==> config.mk <==
export PLATFORM = sky130hd
export DESIGN_NAME = rv32x_ram
export DESIGN_NICKNAME = d
export VERILOG_FILES = /design/src/sv/rv32x_ram.sv
export SDC_FILE = /design/constraint.sdc
export NUM_CORES = 1
export LEC_CHECK = 0
export BUFFER_PORTS_ARGS = -buffer_cell sky130_fd_sc_hd__buf_2
export CELL_PAD_IN_SITES_DETAIL_PLACEMENT = 0
export CELL_PAD_IN_SITES_GLOBAL_PLACEMENT = 1
export CORE_MARGIN = 2
export CORE_UTILIZATION = 47
export CTS_CLUSTER_SIZE = 25
export DETAILED_ROUTE_END_ITERATION = 12
export MAX_ROUTING_LAYER = met4
export PLACE_DENSITY = 0.81
export SKIP_LAST_GASP = 1
export SYNTH_ARGS = -nofsm -noshare
export SYNTH_HDL_FRONTEND = slang
export SYNTH_SLANG_ARGS = --single-unit
==> constraint.sdc <==
create_clock -name clk -period 3.35 [get_ports clk]
set_input_delay 0.67 -clock clk [delete_from_list [all_inputs] [get_ports clk]]
set_output_delay 0.67 -clock clk [all_outputs]
set_load 0.03 [all_outputs]
==> src/sv/rv32x_ram.sv <==
// Generic single-write, single-read synchronous RAM with registered read.
// Read data updates only when the read enable is high.
// No dependencies.
module rv32x_ram #(
  parameter int WIDTH = 32,
  parameter int DEPTH = 32
) (
  input  logic                     clk,
  input  logic                     we,
  input  logic [$clog2(DEPTH)-1:0] waddr,
  input  logic [WIDTH-1:0]         wdata,
  input  logic                     re,
  input  logic [$clog2(DEPTH)-1:0] raddr,
  output logic [WIDTH-1:0]         rdata
);

  logic [WIDTH-1:0] mem [DEPTH];

  // Write port and registered read port
  always_ff @(posedge clk) begin
    if (we) begin
      mem[waddr] <= wdata;
    end
    if (re) begin
      rdata <= mem[raddr];
    end
  end

endmodule

==> metrics.yaml, run 1 <==
finalClockSkew_ns: 0.0175
cts_resized: 0
status: "finished clean"
fp.dieW_um: 299
crit_path_start_kind: "flip-flop"
holdBufCountCts: 0
numClockSinks: 1056
cp.required_ns: 2.68
num_vias: 21237
synth-warning-count: 0
drive_gt1_share_pct: 14.1
ys_types: 24
design.core.area_mm2: 0.0863
drv_cap: 0
post_cts_buffers: 0
ys_seq_area_share_pct: 77.7
num_io_pins: 77
worstSkewPairLatency_ns: 0.66
nNetsFinal: 2444
numPortBuffers: 76
worstPathMaxFanout: 1
initial_core_util_pct: 47.3
hold_path.class: "input port to flip-flop"
leakage_uw: 0.0161
crit_slowest_cell: "edfxtp_1"
cts-root-buf: "clkbuf_16"
clk_pin_slew_worst_paths_ns: 0.06
synth_nets: 2305
slew_headroom_pct: 42.8
htreeDepth: 3
dpl.hpwl_um: 50500
syn_to_final_growth_pct: 14.3
fillCellCount: 6498
drc: 0
antenna_found_initial: 7
cts_buffer_depth: 3
cp.buffers_inverters: 1
cpPeakStageDelay_ns: 0.51
place.gp.congestion: 0.768
finalHoldViolCount: 0
synthCells: 2260
max_freq_mhz: 474
wl_per_cell_um: 26.2
gr-total-overflow: 0
ir_drop_mv: 0.403
crit_chain: "buf_2"
rsz0062_at_grt: "no"
grtUsageTotal_pct: 21.8
cts_tree: "built"
first_iter_violations: 2093
fin_util_pct: 54.0
cellPowerDensity_mw_per_mm2: 589
crit_arrival_ns: 1.44
yosys_register_bits: 1056
grt_pass1_vias: 21050
finalSetupViolCount: 0
grt_first_pass_wirelength_um: 138000
fp-row-count: 108
postSynthAreaPerCell_um2: 18.1
final_max_slew_viol_count: 0
grt_start_max_net_pins: 63
dieHeight_um: 299
syn_area_mm2: 0.0408
critPathKind: "flip-flop to output pin"
endpoint_kind: "output pin"
antenna_left: 0
die-area_mm2: 0.0892
drtPass1Iterations: 5
worst_path_dominant_cell_family: "flip-flops"
fin_setup_tns_ns: 0
worstMarginPinSlew_ns: 0.857
avgViaCountPerCell: 5.84
period_share_pct: 63.0
routed_wl_um: 95200
finalCriticalPeriod_ns: 2.11
cts_made_buffers: 98
[layout by cell type, fill, tap and decap left out]
master | Yosys | final
and2b_4 | 0 | 1
clkinv_1 | 0 | 24
nand3b_1 | 5 | 5
clkinvlp_4 | 0 | 3
nand2_2 | 0 | 1
clkinv_4 | 0 | 2
clkinv_2 | 0 | 14
clkbuf_1 | 46 | 13
buf_4 | 33 | 45
nor2_4 | 0 | 33
bufinv_16 | 0 | 15
or2_2 | 1 | 1
clkinv_8 | 0 | 2
a22oi_1 | 96 | 96
buf_8 | 0 | 1
nor3_1 | 32 | 32
buf_2 | 26 | 75
nand3_1 | 98 | 98
diode_2 | 0 | 5
and2_4 | 0 | 1
a31oi_1 | 32 | 32
a21oi_1 | 96 | 96
or3b_2 | 3 | 3
buf_12 | 0 | 45
nor2_1 | 34 | 1
nand2_1 | 98 | 97
inv_6 | 0 | 4
nor2b_4 | 0 | 1
a22o_1 | 64 | 64
or3_1 | 1 | 1
mux2i_1 | 512 | 512
clkbuf_16 | 0 | 99
edfxtp_1 | 1056 | 1056
nand2b_2 | 0 | 2
[flip-flops by register name, indices dropped and copies added (netlist names)]
register,flops
mem,1024
rdata,32
[through the flow]
| step | power (µW) | worst slack (ns) | instance area, µm² | cells | hold WS [ns] |
|---|---|---|---|---|---|
| detailed placement | 16500 | 0.608 | 43400 | 3454 | 0.673 |
| global route | 28200 | 1.20 | 46700 | 3635 | 0.508 |
| floorplan | 15900 | 0.246 | 40800 | 2260 | 0.629 |
| CTS | 27600 | 1.23 | 46600 | 3630 | 0.467 |
| finish | 27500 | 1.24 | 46700 | 3635 | 0.503 |
| global placement | 16500 | 0.691 | 43400 | 3454 | 0.654 |
[area by class of cell]
type	instances	area [µm²]	area share, %
Sequential cell	1056	31700	68.0
Clock inverter	64	718	1.54
Multi-Input combinational cell	1077	8610	18.5
Clock buffer	112	2530	5.42
Tap cell	1155	1450	3.10
Timing Repair Buffer	166	1630	3.49
Antenna cell	5	12.5	0.0268
[final timing paths]
kind,start,endpoint,slack [ns],cells after the start
max,rdata[7],rdata[7],1.24,1
min,wdata[17],mem[10][17],0.50,1
max reg2reg,mem[7][14],rdata[14],1.79,5
min reg2reg,mem[26][1],rdata[1],0.68,4
[power breakdown]
group / total (µW) / switching [µW] / internal, µW
Sequential: 14800 / 65.8 / 14700
Clock: 11200 / 4670 / 6560
Combinational: 1430 / 953 / 472
[cell families after synthesis]
logic type      share of synthesized area, %
simple gates                            3.08
mux                                     12.6
flops                                   77.7
compound gates                          4.81
buf+inv                                 1.85
[synthesized netlist by cell type, drive strengths merged]
cell type	instances	area, µm²
a21oi	96	480
a22o	64	561
a22oi	96	721
a31oi	32	200
and2	1	6.26
and2b	1	7.51
buf	79	566
clkbuf	48	188
edfxtp	1056	31700
mux2i	512	5120
nand2	98	368
nand2b	2	12.5
nand3	98	490
nand3b	5	37.5
nor2	34	128
nor2b	1	6.26
nor3	32	160
or2	1	6.26
or3	1	6.26
or3b	3	26.3
[metal layers]
metal | routed length, µm | track usage, %
met2 | 45800 | 34.2
met3 | 6820 | 3.83
met4 | 2970 | 7.20
met5 | 0 | -
met1 | 39700 | 28.9
Note: power is estimated with default switching activity, not from simulation.
==> inputs of run 2 (changes only) <==
==> constraint.sdc (replaced) <==
create_clock -name clk -period 2.2 [get_ports clk]
set_input_delay 0.44 -clock clk [delete_from_list [all_inputs] [get_ports clk]]
set_output_delay 0.44 -clock clk [all_outputs]
set_load 0.03 [all_outputs]
==> metrics.yaml, run 2 (synthesis results as in run 1) <==
status: "finished clean"
fin_util_pct: 55.2  # +1.2 points
use_met1_pct: 30.6  # +1.6 points
grt_pass1_vias: 22213  # +5.5%
dieHeight_um: 299  # unchanged
final_common_cell: "edfxtp_1"
num_vias: 21898  # +3.1%
busiest_layer: "met2"
finalSetupViolCount: 0  # unchanged
grt_first_pass_wirelength_um: 147000  # +6.3%
cts_buffer_depth: 3  # unchanged
mostFrequentLayoutCells: "1,056 x edfxtp_1, 512 x mux2i_1, 104 x clkbuf_16, 98 x nand3_1, 97 x nand2_1"
worstPathMaxFanout: 1  # unchanged
cpPeakStageDelay_ns: 0.53  # +0.02 ns
crit_path_start_kind: "flip-flop"
slew_headroom_pct: 55.0  # +12 points
cp.buffers_inverters: 1  # unchanged
die-area_mm2: 0.0892  # unchanged
place.gp.congestion: 0.822  # +7.0%
worst_path_dominant_cell_family: "flip-flops"
critPathKind: "flip-flop to output pin"
largest_reg_flops: 1024  # unchanged
cts_resized: 0  # unchanged
cellPowerDensity_mw_per_mm2: 869  # +48%
power_uw: 41400  # +51%
period_share_pct: 86.7
nNetsFinal: 2525  # +3.3%
gr-usage-met2_pct: 37.8  # +3.6 points
cts-root-buf: "clkbuf_16"
reg_top3: "mem (1024), rdata (32)"
finalCriticalPeriod_ns: 1.91
r2r_slack_ns: 0.67  # -1.12 ns
final_max_slew_viol_count: 0  # unchanged
syn_to_final_growth_pct: 16.8
num_io_pins: 77  # unchanged
holdBufCountCts: 0  # unchanged
max_freq_mhz: 524
worstMarginPinSlew_ns: 0.676  # -0.182 ns
initial_core_util_pct: 47.3  # unchanged
fp-row-count: 108  # unchanged
leakage_uw: 0.0166  # +3.2%
cts_made_buffers: 103  # +5.1%
crit_chain: "buf_2"
post_cts_buffers: 0  # unchanged
hold_ws_ns: 0.265  # -0.238 ns
grt_start_max_net_pins: 49  # -22%
numPortBuffers: 76  # unchanged
antenna_left: 0  # unchanged
pre_cts_ws_ns: -0.0610  # -0.669 ns
hold_path.class: "input port to flip-flop"
endpoint_kind: "output pin"
top_register: "mem"
gr-total-overflow: 0  # unchanged
register_area_mm2: 0.0317  # unchanged
crit_slowest_cell: "edfxtp_1"
routed_wl_um: 101000  # +6.1%
cts_tree: "built"
drv_cap: 0  # unchanged
fillCellCount: 6484  # -0.22%
setup_ws_ns: 0.292  # -0.946 ns
ir_drop_mv: 0.665  # +65%
cp.required_ns: 1.76  # -0.92 ns
drive_gt1_share_pct: 16.5  # +2.5 points
wl_per_cell_um: 27.1  # +3.6%
first_iter_violations: 2292  # +9.5%
drtPass1Iterations: 8  # +3
antenna_found_initial: 7  # unchanged
numClockSinks: 1056  # unchanged
multi_input_area_mm2: 0.00861  # unchanged
drc: 0  # unchanged
htreeDepth: 3  # unchanged
grtUsageTotal_pct: 23.2  # +1.4 points
fin_setup_tns_ns: 0  # unchanged
crit_arrival_ns: 1.47  # +0.03 ns
design.core.area_mm2: 0.0863  # unchanged
fp.dieW_um: 299  # unchanged
finalHoldViolCount: 0  # unchanged
dpl.hpwl_um: 57900  # +15%
rsz0062_at_grt: "no"
avgViaCountPerCell: 5.88  # +0.68%
use_met3_pct: 3.28  # -0.55 points
finalClockSkew_ns: 0.0180  # +0.000509 ns
worstSkewPairLatency_ns: 0.66  # about the same
clk_pin_slew_worst_paths_ns: 0.06  # about the same
[run 2: cell count changes in the layout (fill, tap and decap cells not counted), moves of 2 or more]
cell / previous run / this run
buf_12: 45 / 88
buf_4: 45 / 78
bufinv_16: 15 / 5
clkbuf_1: 13 / 22
clkbuf_16: 99 / 104
clkinv_1: 24 / 28
clkinv_2: 14 / 21
clkinv_4: 2 / 0
inv_6: 4 / 2
[run 2: per-layer routing]
metal / wire, µm / vias to the layer above / share of wire (%)
met4: 2720 / 0 / 2.7
met3: 7430 / 207 / 7.4
li1: - / 9473 / -
met2: 50000 / 941 / 50
met1: 40800 / 11277 / 40
met5: 0 / - / 0
[run 2: path summary, 6_finish.rpt]
| path | start | to | cells past startpoint |
|---|---|---|---|
| max | rdata[9] | rdata[9] | 1 |
| min | wdata[14] | mem[17][14] | 1 |
| min reg2reg | mem[10][29] | rdata[29] | 4 |
| max reg2reg | mem[0][10] | rdata[10] | 5 |
[run 2: through the flow]
stage          cell area [µm²]  cells
6_report                 47700   3723
5_1_grt                  47700   3723
4_1_cts                  47700   3719
2_1_floorplan            40900   2260
3_3_place_gp             44500   3530
3_5_place_dp             44500   3530
[run 2: area by class of cell]
type,count,area share [%]
diodes,4,0.0210
clock buffers,126,5.63
clock inverters,63,0.984
multi-input cells,1077,18.1
flip-flops and latches,1056,66.5
well taps,1155,3.03
repair buffers,242,5.74
[run 2: power breakdown]
| group | switching, µW | internal, µW | total (µW) |
|---|---|---|---|
| combinational | 1510 | 843 | 2360 |
| sequential | 113 | 22500 | 22600 |
| clock | 7260 | 9250 | 16500 |
| total | 8890 | 32600 | 41400 |
==> inputs of run 3 (changes only) <==
--- a/config.mk
+++ b/config.mk
@@ -12,8 +12,11 @@
 export CORE_UTILIZATION = 47
 export CTS_CLUSTER_SIZE = 25
 export DETAILED_ROUTE_END_ITERATION = 12
+export HOLD_SLACK_MARGIN = 0.12
 export MAX_ROUTING_LAYER = met4
 export PLACE_DENSITY = 0.81
+export RECOVER_POWER = 100
+export SETUP_SLACK_MARGIN = 0.15
 export SKIP_LAST_GASP = 1
 export SYNTH_ARGS = -nofsm -noshare
 export SYNTH_HDL_FRONTEND = slang
==> metrics.yaml, run 3 (synthesis results as in run 1) <==
avgViaCountPerCell: 5.87  # -0.15%
endpoint_kind: "flip-flop"
clk_pin_slew_worst_paths_ns: 0.06  # about the same
fin_setup_tns_ns: 0  # unchanged
numPortBuffers: 76  # unchanged
grt_start_max_net_pins: 66  # +35%
dpl.hpwl_um: 55800  # -3.6%
crit_arrival_ns: 2.43  # +0.96 ns
routed_wl_um: 101000  # -0.37%
nNetsFinal: 2542  # +0.67%
cpPeakStageDelay_ns: 0.73  # +0.20 ns
ff2ff_path_depth: 6  # +1
hold_ws_ns: 0.563  # +0.298 ns
final_max_slew_viol_count: 33  # +33
final_common_cell: "edfxtp_1"
rr_startpoint: "mem[7][18]"
crit_path_start_kind: "input port"
rr_endpoint: "rdata[18]"
first_iter_violations: 2380  # +3.8%
cts_made_buffers: 100  # -2.9%
post_cts_buffers: 0  # unchanged
antenna_left: 0  # unchanged
largest_reg_flops: 1024  # unchanged
ir_drop_mv: 0.567  # -15%
wl_per_cell_um: 27.0  # -0.66%
numClockSinks: 1056  # unchanged
finalClockSkew_ns: 0.0220  # +0.00400 ns
drtPass1Iterations: 5  # -3
critPathKind: "input port to flip-flop"
mostFrequentLayoutCells: "1,056 x edfxtp_1, 512 x mux2i_1, 104 x clkbuf_1, 103 x clkbuf_16, 98 x nand3_1"
cts_buffer_depth: 3  # unchanged
dieHeight_um: 299  # unchanged
num_vias: 21930  # +0.15%
grt_pass1_vias: 21988  # -1.0%
design.core.area_mm2: 0.0863  # unchanged
leakage_uw: 0.0163  # -2.0%
drv_cap: 1  # +1
syn_to_final_growth_pct: 14.9
violations: "max-capacitance violations, max-slew violations"
worstSkewPairLatency_ns: 0.66  # about the same
reg_top3: "mem (1024), rdata (32)"
crit_path_start: "raddr[1]"
status: "finished, violations left"
num_io_pins: 77  # unchanged
crit_path_end: "rdata[30]"
fp.dieW_um: 299  # unchanged
slew_headroom_pct: -1.58  # -57 points
place.gp.congestion: 0.812  # -1.2%
rsz0062_at_grt: "no"
r2r_slack_ns: 0.65  # -0.02 ns
grt_first_pass_wirelength_um: 147000  # -0.11%
cts_resized: 0  # unchanged
die-area_mm2: 0.0892  # unchanged
place_area_mm2: 0.0445  # about the same
crit_chain: "buf_2 > nor2_4 > clkbuf_4 > a22o_1 > nor3_1 > a31oi_1 > buf_4 > nand3_1"
cellPowerDensity_mw_per_mm2: 882  # +1.4%
worstMarginPinSlew_ns: 1.52  # +0.848 ns
crit_slowest_cell: "clkbuf_4"
top_register: "mem"
holdBufCountCts: 0  # unchanged
finalCriticalPeriod_ns: 2.04  # +0.130 ns
fp-row-count: 108  # unchanged
fin_area_mm2: 0.0469  # -1.6%
gr-total-overflow: 0  # unchanged
finalHoldViolCount: 0  # unchanged
htreeDepth: 3  # unchanged
period_share_pct: 92.6  # +5.9 points
initial_core_util_pct: 47.3  # unchanged
grtUsageTotal_pct: 23.2  # +0.025 points
setup_ws_ns: 0.163  # -0.130 ns
antenna_found_initial: 4  # -3
pre_cts_ws_ns: -0.120  # -0.0591 ns
placed_cells: 3550  # +0.57%
cp.required_ns: 2.60  # +0.84 ns
max_freq_mhz: 491  # -6.4%
cts-root-buf: "clkbuf_16"
drc: 0  # unchanged
cts_tree: "built"
hold_path.class: "input port to flip-flop"
final_cells: 3734  # +0.30%
worstPathMaxFanout: 49  # +48
finalSetupViolCount: 0  # unchanged
drive_gt1_share_pct: 13.1  # -3.4 points
-- run 3: layout make-up --
cell class,count,area [µm²]
fill,6606,39400
clock buffer,116,2630
timing repair buffer,262,2130
tap,1155,1450
clock inverter,64,517
sequential,1056,31700
antenna,4,10.0
multi-input combinational,1077,8460
-- run 3: stage by stage --
step | power [µW] | utilization [%]
finish | 41400 | 54.3
global route | 42500 | 54.3
CTS | 41600 | 55.2
detailed placement | 25300 | 51.6
global placement | 25300 | 51.6
floorplan | 24200 | -
-- run 3: per-layer routing --
| layer | track usage (%) | part of all wire [%] | up-vias | routed length (µm) |
|---|---|---|---|---|
| met5 | - | 0 | - | 0 |
| met4 | 7.47 | 2.8 | 0 | 2840 |
| met2 | 37.8 | 50 | 906 | 50200 |
| li1 | - | - | 9494 | - |
| met3 | 3.31 | 7.5 | 183 | 7510 |
| met1 | 30.3 | 40 | 11347 | 40100 |
-- run 3: worst min-delay path by stage --
stage                start           to  slack (ns)  cells past startpoint
3_3_place_gp    mem[17][3]     rdata[3]        0.66                      4
4_1_cts          wdata[29]  mem[28][29]        0.23                      1
3_5_place_dp   mem[16][31]    rdata[31]        0.65                      4
5_1_grt           raddr[4]     rdata[5]        0.58                      6
6_report          raddr[4]     rdata[5]        0.56                      6
2_1_floorplan     wdata[0]    mem[0][0]        0.54                      0
-- run 3: power breakdown --
group	switching, µW	total [µW]	internal (µW)
Sequential	107	22600	22500
Clock	7220	16500	9250
Combinational	1500	2300	800
Total	8820	41400	32500
-- run 3: critical path, delay by kind of cell --
family          cells  cell delay [ns]
buf+inv             3             1.06
simple gates        3             0.30
compound gates      2             0.59
